<file path="src/apq_pkg.sv">
package apq_pkg;

  localparam int VALUE_W = 32;
  localparam int OCC_W   = 3;

  // Input action codes.
  localparam logic ACT_INSERT = 1'b0;
  localparam logic ACT_REMOVE = 1'b1;

  // Result status codes.
  typedef enum logic [1:0] {
    STATUS_INSERTED = 2'd0,
    STATUS_OVERFLOW = 2'd1,
    STATUS_REMOVED  = 2'd2,
    STATUS_EMPTY    = 2'd3
  } status_t;

endpackage

</file>
<file path="src/apq_in_if.sv">
interface apq_in_if;
  logic                                valid;
  logic                                ready;
  logic                                action;
  logic signed [apq_pkg::VALUE_W-1:0] value;

  modport source (output valid, output action, output value, input ready);
  modport sink   (input valid, input action, input value, output ready);
endinterface

</file>
<file path="src/apq_out_if.sv">
interface apq_out_if;
  logic                                valid;
  logic                                ready;
  apq_pkg::status_t                    status;
  logic signed [apq_pkg::VALUE_W-1:0] removed_value;
  logic        [apq_pkg::OCC_W-1:0]   occupancy;

  modport source (output valid, output status, output removed_value, output occupancy,
                  input ready);
  modport sink   (input valid, input status, input removed_value, input occupancy,
                  output ready);
endinterface

</file>
<file path="src/ascending_priority_queue.sv">
// Insert, overflow and empty-remove items: the result is registered at the accept edge
// and shows in the next cycle; the next item can be accepted then if rsp.ready is high.
// Remove: a minimum scan reads slots 0 through tail in turn; each entry behind the
// minimum is then read and written one slot down, and the result is loaded once the
// output register is free. The single read port of the slot memory reads one slot per cycle.
// Synchronous active-high reset empties the queue; slot contents are not cleared.
module ascending_priority_queue #(
  parameter int DEPTH = 8
) (
  input  logic        clk,
  input  logic        rst,
  apq_in_if.sink      req,
  apq_out_if.source   rsp
);

  localparam int IDX_W = (DEPTH > 2) ? $clog2(DEPTH) : 1;
  // The head slot never moves and always stays empty; stored values live in
  // slots 0 through tail, so the ring never actually wraps.
  localparam logic [IDX_W-1:0] LAST = IDX_W'(DEPTH - 1);

  typedef enum logic [2:0] {
    S_IDLE  = 3'b001,
    S_SCAN  = 3'b010,
    S_SHIFT = 3'b100
  } state_t;

  function automatic logic [IDX_W-1:0] ring_next(input logic [IDX_W-1:0] i);
    return (i == LAST) ? '0 : i + 1'b1;
  endfunction

  function automatic logic [IDX_W-1:0] ring_prev(input logic [IDX_W-1:0] i);
    return (i == '0) ? LAST : i - 1'b1;
  endfunction

  // Occupancy for a given tail, cut or widened to the result field.
  function automatic logic [apq_pkg::OCC_W-1:0] occ_of(input logic [IDX_W-1:0] t);
    logic [IDX_W+apq_pkg::OCC_W-1:0] wide;
    wide = (t == LAST) ? '0 : {{apq_pkg::OCC_W{1'b0}}, t} + 1'b1;
    return wide[apq_pkg::OCC_W-1:0];
  endfunction

  state_t state;
  logic [IDX_W-1:0] tail;

  // Scan bookkeeping: scan_idx is the slot being read, cmp_idx the slot whose
  // data is on the read port this cycle.
  logic [IDX_W-1:0] scan_idx;
  logic             scan_end;
  logic             cmp_valid;
  logic [IDX_W-1:0] cmp_idx;
  logic             best_have;
  logic signed [apq_pkg::VALUE_W-1:0] best_val;
  logic [IDX_W-1:0] best_idx;

  // Shift bookkeeping: sh_rd is the gap whose successor is read; the write of
  // that successor into the gap follows in the next cycle.
  logic [IDX_W-1:0] sh_rd;
  logic             wr_pend;
  logic [IDX_W-1:0] wr_addr;

  // Output register.
  logic                               res_valid;
  apq_pkg::status_t                   res_status;
  logic signed [apq_pkg::VALUE_W-1:0] res_value;
  logic [apq_pkg::OCC_W-1:0]          res_occ;

  logic                               res_free;
  logic                               res_load;
  logic                               accept;
  logic                               is_insert;
  logic [IDX_W-1:0]                   tail_nx;
  logic [IDX_W-1:0]                   tail_dec;
  logic                               full;
  logic                               empty;
  logic                               scan_issue;
  logic                               take;
  logic signed [apq_pkg::VALUE_W-1:0] best_val_upd;
  logic [IDX_W-1:0]                   best_idx_upd;
  logic                               scan_last;
  logic                               sh_step;
  logic                               finish;

  logic                               mem_we;
  logic [IDX_W-1:0]                   mem_waddr;
  logic signed [apq_pkg::VALUE_W-1:0] mem_wdata;
  logic [IDX_W-1:0]                   mem_raddr;
  logic signed [apq_pkg::VALUE_W-1:0] mem_rdata;

  assign res_free  = !res_valid || rsp.ready;
  assign req.ready = (state == S_IDLE) && res_free;
  assign accept    = req.valid && req.ready;
  assign is_insert = (req.action == apq_pkg::ACT_INSERT);

  assign tail_nx  = ring_next(tail);
  assign tail_dec = ring_prev(tail);
  assign full     = (tail_nx == LAST);
  assign empty    = (tail == LAST);

  // The scan comparator: strict less-than keeps the earliest of equal values.
  assign scan_issue   = (state == S_SCAN) && !scan_end;
  assign take         = cmp_valid && (!best_have || (mem_rdata < best_val));
  assign best_val_upd = take ? mem_rdata : best_val;
  assign best_idx_upd = take ? cmp_idx : best_idx;
  assign scan_last    = (state == S_SCAN) && cmp_valid && (cmp_idx == tail);

  assign sh_step = (state == S_SHIFT) && (sh_rd != tail);
  assign finish  = (state == S_SHIFT) && (sh_rd == tail) && !wr_pend && res_free;

  // A result is loaded at once for inserts and empty removes, and at the end
  // of the shift for a real remove.
  assign res_load = (accept && (is_insert || empty)) || finish;

  assign mem_raddr = (state == S_SCAN) ? scan_idx : ring_next(sh_rd);
  assign mem_we    = (accept && is_insert && !full) || ((state == S_SHIFT) && wr_pend);
  assign mem_waddr = (state == S_SHIFT) ? wr_addr : tail_nx;
  assign mem_wdata = (state == S_SHIFT) ? mem_rdata : req.value;

  apq_mem #(
    .DEPTH (DEPTH),
    .IDX_W (IDX_W)
  ) u_mem (
    .clk   (clk),
    .we    (mem_we),
    .waddr (mem_waddr),
    .wdata (mem_wdata),
    .raddr (mem_raddr),
    .rdata (mem_rdata)
  );

  always_ff @(posedge clk) begin
    if (rst) begin
      state     <= S_IDLE;
      tail      <= LAST;
      res_valid <= 1'b0;
      scan_end  <= 1'b0;
      cmp_valid <= 1'b0;
      best_have <= 1'b0;
      wr_pend   <= 1'b0;
    end else begin
      if (res_load) begin
        res_valid <= 1'b1;
      end else if (rsp.ready) begin
        res_valid <= 1'b0;
      end
      unique case (state)
        S_IDLE: begin
          if (accept) begin
            if (is_insert) begin
              res_value <= '0;
              if (full) begin
                res_status <= apq_pkg::STATUS_OVERFLOW;
                res_occ    <= occ_of(tail);
              end else begin
                res_status <= apq_pkg::STATUS_INSERTED;
                res_occ    <= occ_of(tail_nx);
                tail       <= tail_nx;
              end
            end else if (empty) begin
              res_status <= apq_pkg::STATUS_EMPTY;
              res_value  <= '0;
              res_occ    <= occ_of(tail);
            end else begin
              state     <= S_SCAN;
              scan_idx  <= ring_next(LAST);
              scan_end  <= 1'b0;
              cmp_valid <= 1'b0;
              best_have <= 1'b0;
            end
          end
        end
        S_SCAN: begin
          if (scan_issue) begin
            scan_idx <= ring_next(scan_idx);
            scan_end <= (scan_idx == tail);
            cmp_idx  <= scan_idx;
          end
          cmp_valid <= scan_issue;
          if (cmp_valid) begin
            best_have <= 1'b1;
            best_val  <= best_val_upd;
            best_idx  <= best_idx_upd;
          end
          if (scan_last) begin
            state   <= S_SHIFT;
            sh_rd   <= best_idx_upd;
            wr_pend <= 1'b0;
          end
        end
        S_SHIFT: begin
          wr_pend <= sh_step;
          if (sh_step) begin
            wr_addr <= sh_rd;
            sh_rd   <= ring_next(sh_rd);
          end
          if (finish) begin
            state      <= S_IDLE;
            tail       <= tail_dec;
            res_status <= apq_pkg::STATUS_REMOVED;
            res_value  <= best_val;
            res_occ    <= occ_of(tail_dec);
          end
        end
        default: begin
          state <= S_IDLE;
        end
      endcase
    end
  end

  assign rsp.valid         = res_valid;
  assign rsp.status        = res_status;
  assign rsp.removed_value = res_value;
  assign rsp.occupancy     = res_occ;

`ifndef SYNTHESIS
  // The sequencer is in exactly one state at a time.
  a_state_onehot: assert property (@(posedge clk) disable iff (rst) $onehot(state))
    else $error("sequencer state is not one-hot");

  // No item is taken while a remove is still in progress.
  a_busy_not_ready: assert property (@(posedge clk) disable iff (rst)
    (state != S_IDLE) |-> !req.ready)
    else $error("input ready while a remove is in progress");

  // The minimum scan only reads; the slot store is never written during it.
  a_scan_no_write: assert property (@(posedge clk) disable iff (rst)
    (state == S_SCAN) |-> !mem_we)
    else $error("slot write during minimum scan");

  // A finished remove steps the tail back by exactly one slot.
  a_tail_step_back: assert property (@(posedge clk) disable iff (rst)
    finish |=> (tail == $past(tail_dec)))
    else $error("tail did not step back after a remove");
`endif

endmodule

</file>
<file path="src/apq_mem.sv">
// Slot store: one write port, one read port with registered read data.
module apq_mem #(
  parameter int DEPTH = 8,
  parameter int IDX_W = 3
) (
  input  logic                                clk,
  input  logic                                we,
  input  logic        [IDX_W-1:0]             waddr,
  input  logic signed [apq_pkg::VALUE_W-1:0] wdata,
  input  logic        [IDX_W-1:0]             raddr,
  output logic signed [apq_pkg::VALUE_W-1:0] rdata
);

  logic signed [apq_pkg::VALUE_W-1:0] mem [DEPTH];

  always_ff @(posedge clk) begin
    if (we) begin
      mem[waddr] <= wdata;
    end
  end

  always_ff @(posedge clk) begin
    rdata <= mem[raddr];
  end

endmodule
</file>
<file path="src/flat_wrapper.sv">
// flat-port wrapper written by rule: the top's interface ports become plain ports
module ascending_priority_queue_flat 
#(
  parameter int DEPTH = 8
)
  (clk, rst, req_valid, req_action, req_value, req_ready, rsp_valid, rsp_status, rsp_removed_value, rsp_occupancy, rsp_ready);
  apq_in_if req_i ();
  apq_out_if rsp_i ();
  input  logic clk;
  input  logic rst;
  input wire logic [$bits(req_i.valid)-1:0] req_valid;
  input wire logic [$bits(req_i.action)-1:0] req_action;
  input wire logic [$bits(req_i.value)-1:0] req_value;
  output wire logic [$bits(req_i.ready)-1:0] req_ready;
  output wire logic [$bits(rsp_i.valid)-1:0] rsp_valid;
  output wire logic [$bits(rsp_i.status)-1:0] rsp_status;
  output wire logic [$bits(rsp_i.removed_value)-1:0] rsp_removed_value;
  output wire logic [$bits(rsp_i.occupancy)-1:0] rsp_occupancy;
  input wire logic [$bits(rsp_i.ready)-1:0] rsp_ready;
  assign req_i.valid = req_valid;
  assign req_i.action = req_action;
  assign req_i.value = req_value;
  assign req_ready = req_i.ready;
  assign rsp_valid = rsp_i.valid;
  assign rsp_status = rsp_i.status;
  assign rsp_removed_value = rsp_i.removed_value;
  assign rsp_occupancy = rsp_i.occupancy;
  assign rsp_i.ready = rsp_ready;
  ascending_priority_queue #(.DEPTH(DEPTH)) u_core (.clk(clk), .rst(rst), .req(req_i), .rsp(rsp_i));
endmodule
</file>
<file path="config.mk">
export PLATFORM = sky130hd
export DESIGN_NAME = ascending_priority_queue_flat
export DESIGN_NICKNAME = d
export VERILOG_FILES = /design/src/apq_pkg.sv /design/src/apq_in_if.sv /design/src/apq_out_if.sv /design/src/ascending_priority_queue.sv /design/src/apq_mem.sv /design/src/flat_wrapper.sv
export SDC_FILE = /design/constraint.sdc
export NUM_CORES = 1
export LEC_CHECK = 0
export BUFFER_PORTS_ARGS = -buffer_cell sky130_fd_sc_hd__buf_2
export CAP_MARGIN = 10
export CELL_PAD_IN_SITES_DETAIL_PLACEMENT = 1
export CELL_PAD_IN_SITES_GLOBAL_PLACEMENT = 1
export CORE_UTILIZATION = 54
export DETAILED_ROUTE_END_ITERATION = 8
export PLACE_DENSITY_LB_ADDON = 0.1
export SLEW_MARGIN = 20
export SYNTH_ARGS = -nofsm -noshare
export SYNTH_HDL_FRONTEND = slang
export SYNTH_SLANG_ARGS = --single-unit
</file>
<file path="constraint.sdc">
create_clock -name clk -period 13.05 [get_ports clk]
set_input_delay 1.305 -clock clk [delete_from_list [all_inputs] [get_ports clk]]
set_output_delay 1.305 -clock clk [all_outputs]
set_load 0.1 [all_outputs]
</file>
==> results.md <==
- The count of state elements after synthesis is 383.
- Together, buffers and inverters on the worst path number 0.
- After synthesis, the most frequently instantiated cells are 403 x sky130_fd_sc_hd__nand2_1, 340 x sky130_fd_sc_hd__edfxtp_1, 166 x sky130_fd_sc_hd__nand3_1, 59 x sky130_fd_sc_hd__nor2_1, 43 x sky130_fd_sc_hd__dfxtp_1.
- The synthesis warning total is 0.
- The count of distinct cell types in the synthesized netlist is 58.
- The classification of the worst-slack hold path is reg -> reg.
- The share of synthesized area occupied by flip-flops and latches is 70.38%.
- Summing every instance area after synthesis gives 15,730 sq um.
- Cells fill 62.44% of the core in the end.
- The final critical-path share of the clock period is 26.89%.
- The total area inside the core boundary comes to 28,700 sq um.
- The critical path in this run is classified as reg -> reg.
- Static timing analysis puts the maximum clock frequency at 285.0 MHz.
- In this run the static leakage power is 6.818 nW.
- The number of failing hold endpoints at the final stage is 0.
- 0 antenna diodes ended up in the layout.
- The overall die height is 172.7 um.
- The clock insertion delay at the later pin of the skew report is 520 ps.
- Of the cells placed in the final design, the portion with a size suffix greater than 1 is 12.83%.
- The largest area contributor in the synthesized netlist is sky130_fd_sc_hd__edfxtp_1.
- During placement, the flow inserted port buffers numbering 75.
- The worst path required time is 13,180 ps.
- By area the synthesized netlist is led by sky130_fd_sc_hd__edfxtp_1 65%, sky130_fd_sc_hd__nand2_1 9.6%, sky130_fd_sc_hd__dfxtp_1 5.5%, sky130_fd_sc_hd__nand3_1 5.3%, sky130_fd_sc_hd__ha_1 3.2%.
- The total negative setup slack is 0 ps.
- In this run, the number of DRC markers left after iteration 0 of detailed routing was 683.
- The top-level port count is 76.
- The global route total overflow is 0.
- Synthesis produced 1,319 cells.
- The number of antenna violations at the first check in global routing is 0.
- The per-cell routed wire length is 21.40 um.
- Traced cell by cell, the critical path runs through ha_1 -> ha_1 -> a21oi_1 -> nand3_1 -> a21oi_1 -> a21oi_1 -> nor2_4.
- The run finished with clean final reports.
- The placement row count is 62.
- The critical path arrival is 3640 ps.
- Of the post-synthesis cell area, the dominant cell type holds 64.91%.
- Setup repair after global routing left no endpoint under its margin.
- The post-route worst hold slack is 466.5 ps.
- Clock-pin slew was measured on the worst setup and hold paths at 60 ps.
- The number of global-route vias before repair is 10,970.
- The count of unresolved DRC violations after routing is 0.
- The post-layout minimum cycle time is 3509 ps.
- The width of the die is 172.7 um.
- After clock tree synthesis, the repair step resized 0 gates.
- The first detailed-routing pass ran for 5 iterations.
- The count of placed standard cells in the final layout, fillers left out is 1,803.
- The starting density of the core is 54.80%.
- The most frequent cell on the critical path is sky130_fd_sc_hd__a21oi_1.
- The instance count after placement with tap cells included is 1,727.
- The most frequently used cell type in the post-synthesis netlist is sky130_fd_sc_hd__nand2_1.
- CTS built an H-tree with a depth of 2.
- TritonCTS built the clock tree.
- The total number of clock tree sinks is 383.
- The post-synthesis async set-or-reset flop share is 0%.
- The total power divided by cell area is 156.5 nW/um^2.
- The area of the die is 29,820 sq um.
- In the global route stage, overall resource usage came out at 26.23%.
- On the critical path, the stage with the largest delay is an instance of sky130_fd_sc_hd__nor2_4.
- The number of buffers on the longest clock path is 3.
- The final number of max-transition violations is 0.
- The sum of net half-perimeters after detailed placement is 22.55 mm.
- The average instance in the mapped netlist occupies 11.93 sq um.
- The max-capacitance violation count is 0.
- Counting every net in the synthesized netlist gives 1,396.
- The clock skew is 14.42 ps.
- The synthesis-to-layout area growth is 13.93%.
- The most used flip-flop cell after synthesis is sky130_fd_sc_hd__edfxtp_1.
- The largest fanout on the critical path is 32.
- The kind of cell adding the most delay to the critical path is simple AND/OR/NAND/NOR gates.
- In this run, post-CTS hold repair placed 0 buffers.
- In this run, CTS created clock tree buffers numbering 40.
- Once detail routing completed, the nets flagged for antenna violations numbered 0.
- The slew at the pin closest to its max-slew limit is 1104 ps.
- The weighted congestion at the end of routability-driven global placement is 0.7706.
- The worst slew margin relative to its limit is 26.22%.
- The buffer type at the clock tree root is sky130_fd_sc_hd__clkbuf_16.
- The final layout contains 1,467 nets.
- The type of element launching the critical path is a flip-flop.
- After detailed routing, the number of vias per cell comes to 5.667.
- The total routed wirelength is 38.58 mm.
- The number of vias in the routed layout is 10,220.
- The number of setup violations in the final report is 0.
- Across the VDD grid, the largest voltage drop is 0.1129 mV.
- The sort of element at the end of the critical path is a flip-flop.
- The number of enable-type register cells in the synthesized netlist is 340.
- For this run, the slowest stage of the critical path takes 940 ps.
- The first global-routing pass estimated 60.76 mm of wire.
- The post-CTS setup-driven buffer insertion count is 0.
- The pin count of the biggest net entering global routing is 89.
where the power goes:
part	switching [W]	internal [W]
sequential	0.0000244	0.00140
clock	0.000451	0.000648
combinational	0.000215	0.0000686
total	0.000690	0.00211
logic make-up (layout without fill, tap and decap cells):
group           after synthesis  after routing  share of synthesized area (%)
compound gates               94             94                          3.762
mux                           8              8                         0.6761
xor+xnor                     13             13                         0.7238
simple gates                676            676                          18.39
flops                       383            383                          70.38
buf+inv                     105            205                          2.887
fa+ha+maj                    40             40                          3.182
path summary, 6_finish.rpt:
check / from / cells after the start / end / slack [ps]
min: u_core.u_mem.rdata[0] / 0 / u_core.best_val[0] / 470
max reg2reg: u_core.tail[0] / 7 / u_core.u_mem.mem[3][16] / 9540
min reg2reg: u_core.u_mem.rdata[0] / 0 / u_core.best_val[0] / 470
max: u_core.tail[0] / 7 / u_core.u_mem.mem[3][16] / 9540
cell type report:
| class | count | area, sq um |
|---|---|---|
| Tap cell | 384 | 480.5 |
| Sequential cell | 383 | 11070 |
| Fill cell | 2884 | 10780 |
| Inverter | 40 | 150.1 |
| Clock inverter | 8 | 86.33 |
| Timing Repair Buffer | 94 | 643.1 |
| Multi-Input combinational cell | 831 | 4330 |
| Clock buffer | 63 | 1160 |
flip-flops by register name (all words and copies together) (netlist names):
register	flops
u_core.wr_pend	1
u_core.cmp_idx	3
u_core.best_idx	3
u_core.scan_idx	3
u_core.rsp.occupancy	3
u_core.best_have	1
u_core.cmp_valid	1
u_core.best_val	32
u_core.sh_rd	3
u_core.u_mem.rdata	32
u_core.wr_addr	3
u_core.rsp.status	2
u_core.u_mem.mem	256
u_core.tail	3
u_core.rsp.removed_value	32
u_core.state	3
u_core.scan_end	1
u_core.rsp.valid	1
layout by cell type, fill, tap and decap left out, drive strengths merged, types with 3 or more instances in the layout:
cell | netlist | layout
nand2 | 405 | 405
edfxtp | 340 | 340
nand3 | 167 | 167
buf | 49 | 94
clkbuf | 16 | 63
nor2 | 60 | 60
dfxtp | 43 | 43
o21ai | 43 | 43
inv | 40 | 40
ha | 40 | 40
a21oi | 27 | 27
nor3 | 11 | 11
xnor2 | 8 | 8
mux2 | 6 | 6
clkinv | 0 | 6
xor2 | 5 | 5
a31oi | 5 | 5
nand4 | 5 | 5
nor3b | 5 | 5
a211oi | 5 | 5
nor2b | 4 | 4
and2 | 4 | 4
or3 | 3 | 3
a21boi | 3 | 3
stage by stage:
stage	setup WS, ps	power [W]	cell area [sq um]
6_report	9541	0.002805	17920
5_1_grt	9387	0.002882	17920
4_1_cts	9488	0.002815	17800
3_5_place_dp	9176	0.001725	16550
3_3_place_gp	9302	0.001705	16500
2_1_floorplan	4110	0.001641	15730
metal layers:
metal  up-vias  track usage [%]  share of wire [%]
li1       4756                -                  -
met1      5151            34.48                 43
met2       248            45.46                 51
met3        63            3.540                4.1
met4         0            8.075                2.5
met5         -                0                  0
No activity file was read; power rests on OpenSTA's default activity.
